## config.mk

```make
export PLATFORM = sky130hd
export DESIGN_NAME = chs_transfer_segmenter_core
export DESIGN_NICKNAME = d
export VERILOG_FILES = /design/src/sv/chs_pkg.sv /design/src/sv/chs_fifo.sv /design/src/sv/chs_front.sv /design/src/sv/chs_back.sv /design/src/sv/chs_transfer_segmenter_core.sv
export SDC_FILE = /design/constraint.sdc
export NUM_CORES = 1
export LEC_CHECK = 0
export ABC_CLOCK_PERIOD_IN_PS = 8700
export BUFFER_PORTS_ARGS = -buffer_cell sky130_fd_sc_hd__buf_2
export CAP_MARGIN = 20
export CORE_MARGIN = 10
export CORE_UTILIZATION = 55
export CTS_CLUSTER_DIAMETER = 80
export DETAILED_ROUTE_END_ITERATION = 10
export GPL_TIMING_DRIVEN = 0
export HOLD_SLACK_MARGIN = 0.03
export MAX_ROUTING_LAYER = met4
export PLACE_DENSITY = 0.78
export SLEW_MARGIN = 10
export SYNTH_ARGS = -nofsm -noshare
export SYNTH_HDL_FRONTEND = slang
export SYNTH_SLANG_ARGS = --single-unit
```

## constraint.sdc

```tcl
create_clock -name clk -period 8.7 [get_ports clk]
set_input_delay 0.87 -clock clk [delete_from_list [all_inputs] [get_ports clk]]
set_output_delay 0.87 -clock clk [all_outputs]
set_load 0.05 [all_outputs]
```

## src/sv/chs_pkg.sv

```systemverilog
// ----------------------------------------------------------------------------
// chs_pkg
// Shared types and constants of the CHS transfer segmenter.
// ----------------------------------------------------------------------------
package chs_pkg;

  localparam int MAX_REQUEST_DEF = 64;
  localparam int QUEUE_DEPTH_DEF = 2;

  localparam int COUNT_W    = 7;
  localparam int CFG_IDX_W  = 2;
  localparam int CFG_DATA_W = 11;

  localparam logic [CFG_IDX_W-1:0] CFG_SPT   = 2'd0;
  localparam logic [CFG_IDX_W-1:0] CFG_CYLS  = 2'd1;
  localparam logic [CFG_IDX_W-1:0] CFG_HEADS = 2'd2;
  localparam logic [CFG_IDX_W-1:0] CFG_DRIVE = 2'd3;

  typedef struct packed {
    logic               op;
    logic [COUNT_W-1:0] sector_count;
  } request_t;

  typedef struct packed {
    logic       command;
    logic [7:0] drive_id;
    logic [7:0] head_index;
    logic [9:0] cylinder_index;
    logic [5:0] start_sector;
    logic [5:0] segment_length;
    logic       last;
    logic       short_transfer;
  } result_t;

  typedef struct packed {
    logic               op;
    logic [COUNT_W-1:0] count;
  } job_t;

  typedef struct packed {
    logic [5:0] sector;
    logic [9:0] cylinder;
    logic [8:0] head;
  } addr_t;

endpackage

```

## src/sv/chs_fifo.sv

```systemverilog
// ----------------------------------------------------------------------------
// chs_fifo
// Small synchronous queue with registered storage and a fill count.
// ----------------------------------------------------------------------------
module chs_fifo #(
  parameter int WIDTH = 8,
  parameter int DEPTH = 2
) (
  input  logic             clk,
  input  logic             rst,
  input  logic             push,
  input  logic [WIDTH-1:0] wdata,
  output logic             full,
  input  logic             pop,
  output logic [WIDTH-1:0] rdata,
  output logic             empty
);

  localparam int AW = $clog2(DEPTH);
  localparam int CW = $clog2(DEPTH + 1);

  logic [WIDTH-1:0] mem [DEPTH];
  logic [AW-1:0]    wr_ptr;
  logic [AW-1:0]    rd_ptr;
  logic [CW-1:0]    count;
  logic             do_push;
  logic             do_pop;

  assign full    = (count == CW'(DEPTH));
  assign empty   = (count == '0);
  assign do_push = push & ~full;
  assign do_pop  = pop & ~empty;
  assign rdata   = mem[rd_ptr];

  always_ff @(posedge clk) begin
    if (do_push) begin
      mem[wr_ptr] <= wdata;
    end
  end

  always_ff @(posedge clk) begin
    if (rst) begin
      wr_ptr <= '0;
      rd_ptr <= '0;
      count  <= '0;
    end else begin
      if (do_push) begin
        wr_ptr <= (wr_ptr == AW'(DEPTH - 1)) ? '0 : wr_ptr + AW'(1);
      end
      if (do_pop) begin
        rd_ptr <= (rd_ptr == AW'(DEPTH - 1)) ? '0 : rd_ptr + AW'(1);
      end
      if (do_push && !do_pop) begin
        count <= count + CW'(1);
      end else if (do_pop && !do_push) begin
        count <= count - CW'(1);
      end
    end
  end

endmodule

```

## src/sv/chs_front.sv

```systemverilog
// ----------------------------------------------------------------------------
// chs_front
// Request intake: saturate the sector count and drop empty requests.
// ----------------------------------------------------------------------------
module chs_front import chs_pkg::*; #(
  parameter int MAX_REQUEST = MAX_REQUEST_DEF
) (
  input  logic     push,
  input  request_t request,
  output logic     full,
  input  logic     job_full,
  output logic     job_push,
  output job_t     job
);

  localparam logic [COUNT_W-1:0] MAX_CNT = COUNT_W'(MAX_REQUEST);

  assign full     = job_full;
  assign job_push = push & ~job_full & (request.sector_count != '0);
  assign job.op   = request.op;
  assign job.count = (request.sector_count > MAX_CNT) ? MAX_CNT : request.sector_count;

endmodule

```

## src/sv/chs_back.sv

```systemverilog
// ----------------------------------------------------------------------------
// chs_back
// Segment engine: holds geometry and address; a track run a cycle unless held.
// ----------------------------------------------------------------------------
module chs_back import chs_pkg::*; (
  input  logic                  clk,
  input  logic                  rst,
  input  logic                  cfg_valid,
  input  logic [CFG_IDX_W-1:0]  cfg_index,
  input  logic [CFG_DATA_W-1:0] cfg_data,
  input  logic                  job_empty,
  input  job_t                  job,
  output logic                  job_pop,
  input  logic                  res_full,
  output logic                  res_push,
  output result_t               res
);

  logic [5:0]         spt;
  logic [10:0]        cyl_cnt;
  logic [8:0]         head_cnt;
  logic [7:0]         drive;
  logic [5:0]         spt_eff;
  logic [10:0]        cyl_eff;
  logic [8:0]         heads_eff;
  addr_t              cur;
  addr_t              cur_next;
  addr_t              fixed;
  addr_t              moved;
  addr_t              advanced;
  logic               fix_pending;
  logic               busy;
  logic               busy_next;
  logic [COUNT_W-1:0] rem;
  logic [COUNT_W-1:0] rem_next;
  logic               op;
  logic               op_sel;
  logic [COUNT_W-1:0] rem_sel;
  logic               start;
  logic               step;
  logic               at_end;
  logic [5:0]         room;
  logic [5:0]         len;
  logic [COUNT_W-1:0] left;
  logic               media_end;
  logic               done;

  function automatic addr_t carry_addr(addr_t a, logic [5:0] s, logic [10:0] c,
                                       logic [8:0] h);
    addr_t       r;
    logic [10:0] cyl_inc;
    r       = a;
    cyl_inc = {1'b0, a.cylinder};
    if (a.sector >= s) begin
      r.sector = '0;
      cyl_inc  = cyl_inc + 11'd1;
    end
    if (cyl_inc >= c) begin
      r.cylinder = '0;
      if (a.head < h) begin
        r.head = a.head + 9'd1;
      end
    end else begin
      r.cylinder = cyl_inc[9:0];
    end
    return r;
  endfunction

  assign spt_eff   = (spt == '0) ? 6'd1 : spt;
  assign cyl_eff   = (cyl_cnt == '0) ? 11'd1 : ((cyl_cnt > 11'd1024) ? 11'd1024 : cyl_cnt);
  assign heads_eff = (head_cnt > 9'd256) ? 9'd256 : head_cnt;

  assign fixed = carry_addr(cur, spt_eff, cyl_eff, heads_eff);

  assign start   = ~busy & ~fix_pending & ~job_empty;
  assign step    = (busy | start) & ~res_full;
  assign op_sel  = busy ? op : job.op;
  assign rem_sel = busy ? rem : job.count;
  assign at_end  = ~busy & (cur.head >= heads_eff);

  assign room = spt_eff - cur.sector;
  assign len  = (rem_sel < {1'b0, room}) ? rem_sel[5:0] : room;
  assign left = rem_sel - {1'b0, len};

  always_comb begin
    moved        = cur;
    moved.sector = cur.sector + len;
  end

  assign advanced  = carry_addr(moved, spt_eff, cyl_eff, heads_eff);
  assign media_end = (advanced.head >= heads_eff);
  assign done      = (left == '0) | media_end;

  assign job_pop  = start & step;
  assign res_push = step;

  always_comb begin
    res.command        = op_sel;
    res.drive_id       = drive;
    res.head_index     = cur.head[7:0];
    res.cylinder_index = cur.cylinder;
    res.start_sector   = cur.sector + 6'd1;
    if (at_end) begin
      res.segment_length = '0;
      res.last           = 1'b1;
      res.short_transfer = 1'b1;
    end else begin
      res.segment_length = len;
      res.last           = done;
      res.short_transfer = done & (left != '0);
    end
  end

  always_comb begin
    cur_next  = cur;
    busy_next = busy;
    rem_next  = rem;
    if (~busy & fix_pending & ~job_empty) begin
      cur_next = fixed;
    end else if (step && !at_end) begin
      cur_next  = advanced;
      busy_next = ~done;
      rem_next  = left;
    end
  end

  always_ff @(posedge clk) begin
    if (rst) begin
      spt         <= 6'd18;
      cyl_cnt     <= 11'd80;
      head_cnt    <= 9'd2;
      drive       <= 8'd0;
      cur         <= '0;
      busy        <= 1'b0;
      rem         <= '0;
      op          <= 1'b0;
      fix_pending <= 1'b0;
    end else begin
      cur  <= cur_next;
      busy <= busy_next;
      rem  <= rem_next;
      if (step) begin
        op <= op_sel;
      end
      if (cfg_valid) begin
        fix_pending <= 1'b1;
        unique case (cfg_index)
          CFG_SPT:   spt      <= cfg_data[5:0];
          CFG_CYLS:  cyl_cnt  <= cfg_data[10:0];
          CFG_HEADS: head_cnt <= cfg_data[8:0];
          CFG_DRIVE: drive    <= cfg_data[7:0];
          default:   ;
        endcase
      end else if (!busy && !job_empty) begin
        fix_pending <= 1'b0;
      end
    end
  end

endmodule

```

## src/sv/chs_transfer_segmenter_core.sv

```systemverilog
// ----------------------------------------------------------------------------
// chs_transfer_segmenter_core
// Splits sector transfer requests into track runs at a CHS disk address.
// ----------------------------------------------------------------------------
// Requests enter through push/full with an op and a sector count; a count of
// zero is taken and dropped, a count above MAX_REQUEST is saturated. Results
// leave through empty/pop, one per track run, oldest first, each carrying
// drive, head, cylinder, one-based start sector, length and last/short flags.
// Geometry and drive number are written on the cfg_valid/cfg_ready channel,
// which is always ready; write it only while the block is idle.
// The first result of a request passes through the request queue and the
// result queue before it reaches the result ports; the first request after
// a geometry write also waits while the address is carried. The segment
// engine emits one run per cycle while the result queue has room (a single
// run at end of media) and starts each request after the previous one ends.
// A request queue decouples intake from the engine, and a result queue lets
// the engine keep working while results wait; when the receiver stalls the
// engine halts once the result queue fills, then the request queue fills and
// full rises. Reset restores default geometry and address zero and empties
// both queues.
// ----------------------------------------------------------------------------
module chs_transfer_segmenter_core import chs_pkg::*; #(
  parameter int MAX_REQUEST = MAX_REQUEST_DEF,
  parameter int QUEUE_DEPTH = QUEUE_DEPTH_DEF
) (
  input  logic                  clk,
  input  logic                  rst,
  input  logic                  push,
  output logic                  full,
  input  request_t              request,
  output logic                  empty,
  input  logic                  pop,
  output result_t               result,
  input  logic                  cfg_valid,
  output logic                  cfg_ready,
  input  logic [CFG_IDX_W-1:0]  cfg_index,
  input  logic [CFG_DATA_W-1:0] cfg_data
);

  localparam int JOB_W = $bits(job_t);
  localparam int RES_W = $bits(result_t);

  logic             job_full;
  logic             job_push;
  logic             job_empty;
  logic             job_pop;
  job_t             job_in;
  job_t             job_out;
  logic [JOB_W-1:0] job_wdata;
  logic [JOB_W-1:0] job_rdata;
  logic             res_full;
  logic             res_push;
  result_t          res_in;
  logic [RES_W-1:0] res_wdata;
  logic [RES_W-1:0] res_rdata;

  assign cfg_ready = 1'b1;
  assign job_wdata = job_in;
  assign job_out   = job_rdata;
  assign res_wdata = res_in;
  assign result    = res_rdata;

  chs_front #(
    .MAX_REQUEST(MAX_REQUEST)
  ) u_front (
    .push     (push),
    .request  (request),
    .full     (full),
    .job_full (job_full),
    .job_push (job_push),
    .job      (job_in)
  );

  chs_fifo #(
    .WIDTH(JOB_W),
    .DEPTH(QUEUE_DEPTH)
  ) u_job_q (
    .clk   (clk),
    .rst   (rst),
    .push  (job_push),
    .wdata (job_wdata),
    .full  (job_full),
    .pop   (job_pop),
    .rdata (job_rdata),
    .empty (job_empty)
  );

  chs_back u_back (
    .clk       (clk),
    .rst       (rst),
    .cfg_valid (cfg_valid & cfg_ready),
    .cfg_index (cfg_index),
    .cfg_data  (cfg_data),
    .job_empty (job_empty),
    .job       (job_out),
    .job_pop   (job_pop),
    .res_full  (res_full),
    .res_push  (res_push),
    .res       (res_in)
  );

  chs_fifo #(
    .WIDTH(RES_W),
    .DEPTH(QUEUE_DEPTH)
  ) u_res_q (
    .clk   (clk),
    .rst   (rst),
    .push  (res_push),
    .wdata (res_wdata),
    .full  (res_full),
    .pop   (pop),
    .rdata (res_rdata),
    .empty (empty)
  );

endmodule

```

# Yosys cells after proc, flatten, opt, wreduce, memory -nomap -nowiden
# Memory sizes are Yosys's and may differ from the RTL's. A register that Yosys moved wholly into a read port is not among the register bits.
# Index checks and enable logic that the tools add are counted.
[word_totals]
ff_bits = 77
ramBits = 98
elab_cells = 145
n_memories = 2
[op_classes]
n_addsub = 14
n_lt_le_gt_ge = 11
eq_ne = 7
muxes = 38
bitwise_logic = 24
reduce_logical = 32
[mem_list]
columns = ["name", "words", "width", "read_ports", "rd_ports_with_merged_regs", "write_ports", "line", "source"]
rows = [
  ["u_res_q.mem", 2, 41, 1, 1, 1, "chs_fifo.sv:22", "logic [WIDTH-1:0] mem [DEPTH];"],
  ["u_job_q.mem", 2, 8, 1, 1, 1, "chs_fifo.sv:22", ""],
]
[op_table]
columns = ["operator", "count"]
rows = [
  ["25-bit 2-to-1 mux", 2],
  ["11-bit 2-to-1 mux", 4],
  ["9-bit 2-to-1 mux", 4],
  ["6-bit 2-to-1 mux", 4],
  ["11-bit greater-or-equal comparator", 2],
  ["10-bit 2-to-1 mux", 2],
  ["9-bit greater-or-equal comparator", 2],
  ["1-bit 2-to-1 mux", 15],
  ["1-bit bitwise AND", 14],
  ["7-bit 2-to-1 mux", 2],
  ["2-bit AND reduction", 7],
  ["7-bit nonzero test", 2],
  ["6-bit greater-or-equal comparator", 2],
  ["10-bit by 1-bit adder with 11-bit output, second input constant", 1],
  ["11-bit > comparator, second input constant", 1],
  ["11-bit logical NOT", 1],
  ["9-bit by 1-bit adder with 9-bit output, second input constant", 1],
  ["9-bit > comparator, second input constant", 1],
  ["9-bit < comparator", 1],
  ["2-bit == test, second input constant", 4],
  ["2-bit 2-to-1 mux", 4],
  ["8-bit 2-to-1 mux", 1],
  ["1-bit inverter", 8],
  ["2-bit nonzero test", 4],
  ["17 further kinds", 37],
]

# Longest topological paths before layout
# Gate-level depths: netlist (run 1).
[logic_depth]
depth_word = 14
depth_mapped = 44

# Cells and area by module
# Synthesis (run 1) repeated with hierarchy kept, for this count alone.
[unflattened]
hier_cells = 924
area_unflattened_um2 = 9674.3
[by_module_without_submodules]
columns = ["module", "n_inst", "cells_per_inst", "area_each_um2", "seq_area_each_um2"]
rows = [
  ["chs_back", 1, 706, 5602.9, 1381.3],
  ["chs_fifo (u_res_q)", 1, 153, 3166.8, 2562.5],
  ["chs_fifo (u_job_q)", 1, 50, 793.3, 580.6],
  ["chs_front", 1, 13, 100.1, 0.0],
  ["chs_transfer_segmenter_core", 1, 2, 11.3, 0.0],
]

# Worst setup path after synthesis (run 1)
# No wires, ideal clock.
[synth_path]
path_kind = "flip-flop to flip-flop"
start = "register u_back.spt[2]"
end = "memory u_res_q.mem[0][1] (netlist bit), data pin"
setup_time_ns = 0.265
arrival_ns = 8.554
required_time_ns = 8.435
slack_ns = -0.119
stages_incl_launch_ff = 42
n_path_buf = 1
synth_period_minus_slack_ns = 8.819
path_cell_list = "dfxtp_1 -> inv_1 -> nand4_1 -> o21bai_1 -> inv_1 -> ha_1 -> inv_1 -> fa_1 -> a21o_1 -> a21oi_1 -> xor2_1 -> ha_1 -> a21o_2 -> a2111oi_4 -> mux2i_1 -> inv_1 -> ha_1 -> a21o_1 -> [6 not listed] -> o2111ai_1 -> o21ai_0 -> clkbuf_1 -> nand2_1 -> xnor2_1 -> ha_1 -> o21a_1 -> o31ai_1 -> a21oi_1 -> o41ai_1 -> or2_2 -> nor2_1 -> xor2_1 -> ha_1 -> or4_1 -> o22ai_1 -> nand2b_1 -> or2_2"
[synth_lines]
columns = ["item", "line", "source"]
rows = [
  ["start, declared", "chs_back.sv:19", "logic [5:0] spt;"],
  ["start signal, assigned", "chs_back.sv:148", "CFG_SPT: spt <= cfg_data[5:0];"],
  ["end, declared", "chs_fifo.sv:22", ""],
]

==> results.yml, run 1 <==
floorplan:
  die_width_um: 150
  io_pins: 70
  start_util_pct: 56.1
  fp.dieArea_um2: 22600
  die_h_um: 150
  core-area_um2: 16600
  fp-row-count: 47
routing:
  drc: 0
  via_count: 7213
  post_drt_via_cell_ratio: 5.86
  first_pass_iters: 7
  drt_iter0_drc: 630
  wl_per_cell_um: 19.0
  ant_nets: 0
  wirelength_um: 23400
timing:
  slew_viol_final: 0
  relSlewSlack_pct: 29.0
  fmax_ghz: 0.116
  finalCritPeriodShare_pct: 99.1
  rsz0062_at_grt: "yes"
  skew_ns: 0.00845
  setup_violations: 0
  finalHoldViolCount: 0
  tightestPinTransition_ns: 1.06
  fin_crit_ns: 8.62
  setup_ws_ns: 0.0755
synthesis:
  synth.distinct_cells: 67
  synth-seq-area-share_pct: 48.4
  synth.cell_area_um2: 9340
  syn_inst: 872
  synth_warnings: 0
  async_reset_ff_share_pct: 0
  avgSynthCellArea_um2: 10.7
  ys_ff_latch: 177
  synth_ff_type: "edfxtp_1"
  synth_nets: 974
  synth-edff-count: 98
job:
  maxCapViolations: 0
worst_setup_path:
  crit_end: "u_res_q.mem[1][1]$_DFFE_PP_"
  max_stage_delay_ns: 0.52
  r2r-start: "u_back.spt[5]$_SDFFE_PP0P_"
  r2r_slack_ns: 0.08
  cpMostUsedCell: "ha_1"
  reg2regPathDepth: 43
  worstSetupEndpointType: "register"
  arrival_ns: 8.81
  required_ns: 8.88
  cp_max_fo: 3
  critPathSlowestCell: "or4_4"
  startpoint: "u_back.spt[5]$_SDFFE_PP0P_"
  rr_endpoint: "u_res_q.mem[1][1]$_DFFE_PP_"
  path_class: "reg2reg"
  startpoint_type: "register"
clocking:
  clk_path_buf_depth: 2
  cts.htree.levels: 4
  cts_buffers: 17
  clock_latency_ns: 0.43
  clock-sinks: 177
  clock-root-buffer: "clkbuf_16"
  ctsHoldBuffers: 0
  cts_tree: "done"
  path_clk_slew_ns: 0.07
finish:
  drive_above_1_share_pct: 26.9
  num_antenna_cells: 0
  area_delta_synth_final_pct: 20.8
  nets: 1099
  fin_area_um2: 11300
placement:
  dpl_cell_area_um2: 10000
  dp_hpwl_um: 15300
  pre_cts_ws_ns: -1.79
  port-buffer-count: 68
  gp_congestion: 0.901
run_status:
  outcome: "finished, final reports clean"
grt:
  grt_antenna_before_repair: 0
  grt_usage_pct: 20.0
  grt_pass1_wl_um: 35200
  grt_start_max_net_pins: 25
  grt_pass1_vias: 6939
  gr-total-overflow: 0
power_and_ir_drop:
  p_per_area_nw_per_um2: 454
  power_uw: 5130
  peakVddDrop_mv: 0.391
  leakage_uw: 0.00456
hold_path:
  worstHoldPathType: "reg2reg"
## repair_timing
action / CTS / global route
resized for setup: 19 / 73
buffers inserted: 14 / 22
endpoints found under the setup margin: 24 / 5
cloned: 0 / 1
pin swaps: 15 / 47
hold endpoints to repair: 0 / 0
## power breakdown
group / switching, uW / leakage (uW) / internal (uW)
Clock: 334 / 0.000291 / 436
Combinational: 1830 / 0.00269 / 1300
Sequential: 84.8 / 0.00157 / 1140
## worst max-delay path: cells and delay by family, from the launching register on
| kind | cells | cell delay, ns |
|---|---|---|
| AO/OA/AOI/OAI | 16 | 2.97 |
| adder cells (fa/ha/maj) | 7 | 1.98 |
| AND/OR/NAND/NOR | 7 | 1.33 |
| XOR/XNOR | 5 | 0.81 |
| buffers and inverters | 7 | 0.68 |
| flip-flops | 1 | 0.34 |
| multiplexers | 1 | 0.26 |
## sequential cells by signal, indices dropped and copies added (netlist names), 2 cells and up, named ones only
name             flops
u_job_q.mem         16
u_res_q.count        2
u_back.drive         8
u_back.rem           7
u_back.cyl_cnt      11
u_res_q.mem         82
u_back.cur           7
u_back.head_cnt      9
u_back.spt           6
u_job_q.count        2
u_back.res          18
## final cells by class
cell class              instances  area, um^2
fillers                      1195        5350
repair buffers                106         687
clock inverters                13         150
flip-flops and latches        177        4530
clock buffers                  19         443
multi-input cells             621        4890
inverters                      43         164
plain buffers                  31         149
well taps                     220         275
## cell usage after synthesis (22+ instances only)
library cell	instances	share of area, %
xnor2_1	36	3.4
nand2_1	90	3.6
inv_1	40	1.6
dfxtp_1	79	17
edfxtp_1	98	31
a21oi_1	54	2.9
o21ai_0	22	1.2
mux2_2	45	5.4
nor2_1	86	3.5
mux2i_1	26	2.8
ha_1	73	9.8
clkbuf_1	24	0.96
## through the flow
step / hold slack (ns) / util (%) / std cells / setup TNS [ns]
global placement: 0.430 / 59.9 / 1160 / -10.99
floorplan: 0.424 / - / 872 / 0
finish: 0.465 / 67.9 / 1230 / 0
global route: 0.475 / 67.9 / 1230 / -0.914
CTS: 0.453 / 65.0 / 1208 / 0
detailed placement: 0.436 / 60.3 / 1162 / -14.51
## logic make-up (layout without fill, tap and decap cells)
| kind of cell | count (synthesis) | after routing | synth area share, % |
|---|---|---|---|
| and+or+nand+nor | 266 | 266 | 13.0 |
| other | 1 | 1 | 0.0401 |
| muxes | 73 | 73 | 8.53 |
| AOI/OAI and AO/OA | 156 | 156 | 11.8 |
| xor gates and xnor gates | 49 | 49 | 4.59 |
| buffers and inverters | 74 | 212 | 3.20 |
| DFF | 177 | 177 | 48.4 |
| adders and majority gates | 76 | 76 | 10.4 |
## per-layer routing
metal | track usage (%) | up-vias | share of wire (%)
met1 | 24.8 | 3464 | 41
li1 | - | 3407 | -
met4 | 6.41 | 0 | 2.9
met2 | 32.9 | 275 | 50
met3 | 3.27 | 67 | 5.9
met5 | - | - | 0
## cell usage in the layout, fill, tap and decap left out, drive strengths merged, types with 5 or more instances in the layout
cell type  instances
buf              112
nor2b             13
clkinv             8
a22oi              5
a222oi             9
nand3             15
a211oi             8
nor3               5
nor2              86
nand2             90
and3              10
a21o              10
edfxtp            98
o21ai             23
nor4               7
mux2              47
xor2              13
a21oi             55
ha                73
or3                5
nand2b             6
nand4              8
dfxtp             79
mux2i             26
clkbuf            44
or2                6
xnor2             36
inv               45
o21a               6
## worst min-delay path by stage
stage	slack [ns]	end	depth (start not counted)	startpoint
5_1_grt	0.47	u_res_q.mem[1][36]$_DFFE_PP_	0	u_back.drive[4]$_SDFFE_PP0P_
3_3_place_gp	0.43	u_res_q.mem[0][39]$_DFFE_PP_	0	u_back.drive[7]$_SDFFE_PP0P_
4_1_cts	0.45	u_res_q.mem[0][22]$_DFFE_PP_	0	u_back.res[22]$_SDFFE_PP0P_
2_1_floorplan	0.42	u_res_q.mem[0][22]$_DFFE_PP_	0	u_back.res[22]$_SDFFE_PP0P_
3_5_place_dp	0.44	u_res_q.mem[1][22]$_DFFE_PP_	0	u_back.res[22]$_SDFFE_PP0P_
6_report	0.47	u_res_q.mem[0][22]$_DFFE_PP_	0	u_back.res[22]$_SDFFE_PP0P_
Note: power is estimated with default switching activity, not from simulation.
==> run 2, diff against run 1 <==
--- a/config.mk
+++ b/config.mk
@@ -6,7 +6,7 @@
 export NUM_CORES = 1
 export LEC_CHECK = 0
 export ABC_CLOCK_PERIOD_IN_PS = 8700
-export BUFFER_PORTS_ARGS = -buffer_cell sky130_fd_sc_hd__buf_2
+export BUFFER_PORTS_ARGS = -buffer_cell sky130_fd_sc_hd__buf_4
 export CAP_MARGIN = 20
 export CORE_MARGIN = 10
 export CORE_UTILIZATION = 55
==> run 2 against run 1 <==
Against the previous run:
- clock skew about the same
- cell count down 0.41%
- setup slack better by 0.053 ns
- global-route usage down 0.20 points
- first-iteration DRC count up 9.5%
- largest cell class unchanged
- flip-flop and latch count unchanged
- largest power group unchanged
- routed wire length down 3.3%
- non-clock buffer count down 5
- total power down 2.7%
- critical path type unchanged
- fmax up 0.62%
- core utilization up 0.68 points
- count of clock-buffer cells in the layout up 6
==> results.yml, run 2 (synthesis results as in run 1) <==
worst_setup_path:
  max_stage_delay_ns: 0.49
  required_ns: 8.89
  startpoint_type: "register"
  arrival_ns: 8.76
  critPathSlowestCell: "o41ai_4"
  worstSetupEndpointType: "register"
  path_class: "reg2reg"
  r2r-start: "u_back.spt[1]$_SDFFE_PP1P_"
  cp_max_fo: 3
  startpoint: "u_back.spt[1]$_SDFFE_PP1P_"
grt:
  grt_start_max_net_pins: 24
  grt_pass1_wl_um: 34700
  grt_antenna_before_repair: 0
  grt_usage_pct: 19.8
  grt_pass1_vias: 6906
  gr-total-overflow: 0
hold_path:
  worstHoldPathType: "reg2reg"
  hp-start: "u_back.res[22]$_SDFFE_PP0P_"
routing:
  via_count: 7096
  wirelength_um: 22600
  ant_nets: 0
  top_layer: "met4"
  met1Wirelength_um: 9570
  drt_iter0_drc: 690
  drc: 0
  routed-wl-met2_um: 11300
  first_pass_iters: 5
  post_drt_via_cell_ratio: 5.79
  met3_length_um: 1390
  wl_per_cell_um: 18.5
timing:
  fmax_ghz: 0.117
  fin_setup_tns_ns: 0
  setup_ws_ns: 0.128
  skew_ns: 0.00859
  finalHoldViolCount: 0
  rsz0062_at_grt: "yes"
  tightestPinTransition_ns: 0.875
  fin_crit_ns: 8.57
  slew_viol_final: 0
  setup_violations: 0
  finalCritPeriodShare_pct: 98.5
  relSlewSlack_pct: 41.3
  hold_slack_ns: 0.457
floorplan:
  fp-row-count: 47
  io_pins: 70
  die_h_um: 150
  die_width_um: 150
  core-area_um2: 16600
  fp.dieArea_um2: 22600
  start_util_pct: 56.1
finish:
  final_common_cell: "edfxtp_1"
  final_cell_mix: "edfxtp_1 (98), buf_4 (97), nand2_1 (84)"
  stdcell_count: 1225
  area_delta_synth_final_pct: 22.1
  num_antenna_cells: 0
  finalCoreUtilization_pct: 68.5
  nets: 1094
  drive_above_1_share_pct: 25.7
  largest_reg_flops: 82
  largest-register: "u_res_q.mem"
clocking:
  clk_path_buf_depth: 2
  clock_latency_ns: 0.43
  ctsHoldBuffers: 0
  cts.htree.levels: 4
  path_clk_slew_ns: 0.06
  cts_buffers: 17
  clock-sinks: 177
  cts_tree: "done"
  clock-root-buffer: "clkbuf_16"
power_and_ir_drop:
  p_per_area_nw_per_um2: 438
  peakVddDrop_mv: 0.268
  leakage_uw: 0.00456
placement:
  place_inst: 1162
  dp_hpwl_um: 15300
  gp_congestion: 0.910
  port-buffer-count: 68
  pre_cts_ws_ns: -1.90
job:
  maxCapViolations: 0
run_status:
  outcome: "finished, final reports clean"
[run 2: cell count changes in the layout (fill, tap and decap cells not counted), moves of 3 or more]
cell / before / now
buf_2: 68 / 0
buf_4: 33 / 97
clkbuf_1: 24 / 27
inv_2: 5 / 8
inv_6: 4 / 1
nand2_1: 81 / 84
nand2_2: 8 / 4
nor2_1: 79 / 82
[run 2: what timing repair did]
item	CTS	global route
hold endpoints to repair	0	0
buffers inserted	15	16
setup endpoints to repair	24	5
gates resized for setup	24	61
pin swaps	19	49
[run 2: report_power, final]
| part | switching (uW) | total (uW) | internal (uW) | leakage (uW) |
|---|---|---|---|---|
| combinational | 1760 | 2990 | 1230 | 0.00270 |
| sequential | 84.8 | 1220 | 1140 | 0.00157 |
| clock | 317 | 781 | 464 | 0.000289 |
[run 2: final timing paths]
kind | endpoint | slack (ns) | depth (start not counted)
worst max-delay path | u_res_q.mem[0][1]$_DFFE_PP_ | 0.13 | 41
worst min-delay path | u_res_q.mem[1][22]$_DFFE_PP_ | 0.46 | 0
worst max register to register | u_res_q.mem[0][1]$_DFFE_PP_ | 0.13 | 41
worst min register to register | u_res_q.mem[1][22]$_DFFE_PP_ | 0.46 | 0
[run 2: worst max-delay path: cells and delay by family, from the launching register on]
family	cells	cell delay, ns
adders and majority gates	7	1.93
buffers and inverters	5	0.41
muxes	2	0.61
and+or+nand+nor	6	0.88
AOI/OAI and AO/OA	17	3.48
xor gates and xnor gates	4	0.65
DFF	1	0.35
[run 2: cell type report]
| class | count | area, um^2 |
|---|---|---|
| Timing Repair Buffer | 101 | 795 |
| Tap cell | 220 | 275 |
| Multi-Input combinational cell | 621 | 4890 |
| Sequential cell | 177 | 4530 |
| Clock inverter | 7 | 97.6 |
| Inverter | 43 | 161 |
| Fill cell | 1194 | 5240 |
| Clock buffer | 25 | 507 |
| Buffer | 31 | 145 |
[run 2: routing by layer]
metal | GRT usage (%) | vias to the layer above
li1 | - | 3397
met1 | 24.7 | 3419
met2 | 31.8 | 246
met3 | 4.23 | 34
met4 | 6.17 | 0
met5 | - | -
[run 2: through the flow]
step,instance area (um^2),total power (uW)
2_1_floorplan,9350,3060
3_3_place_gp,10100,3620
3_5_place_dp,10200,3690
4_1_cts,11000,4690
5_1_grt,11400,5290
6_report,11400,4990
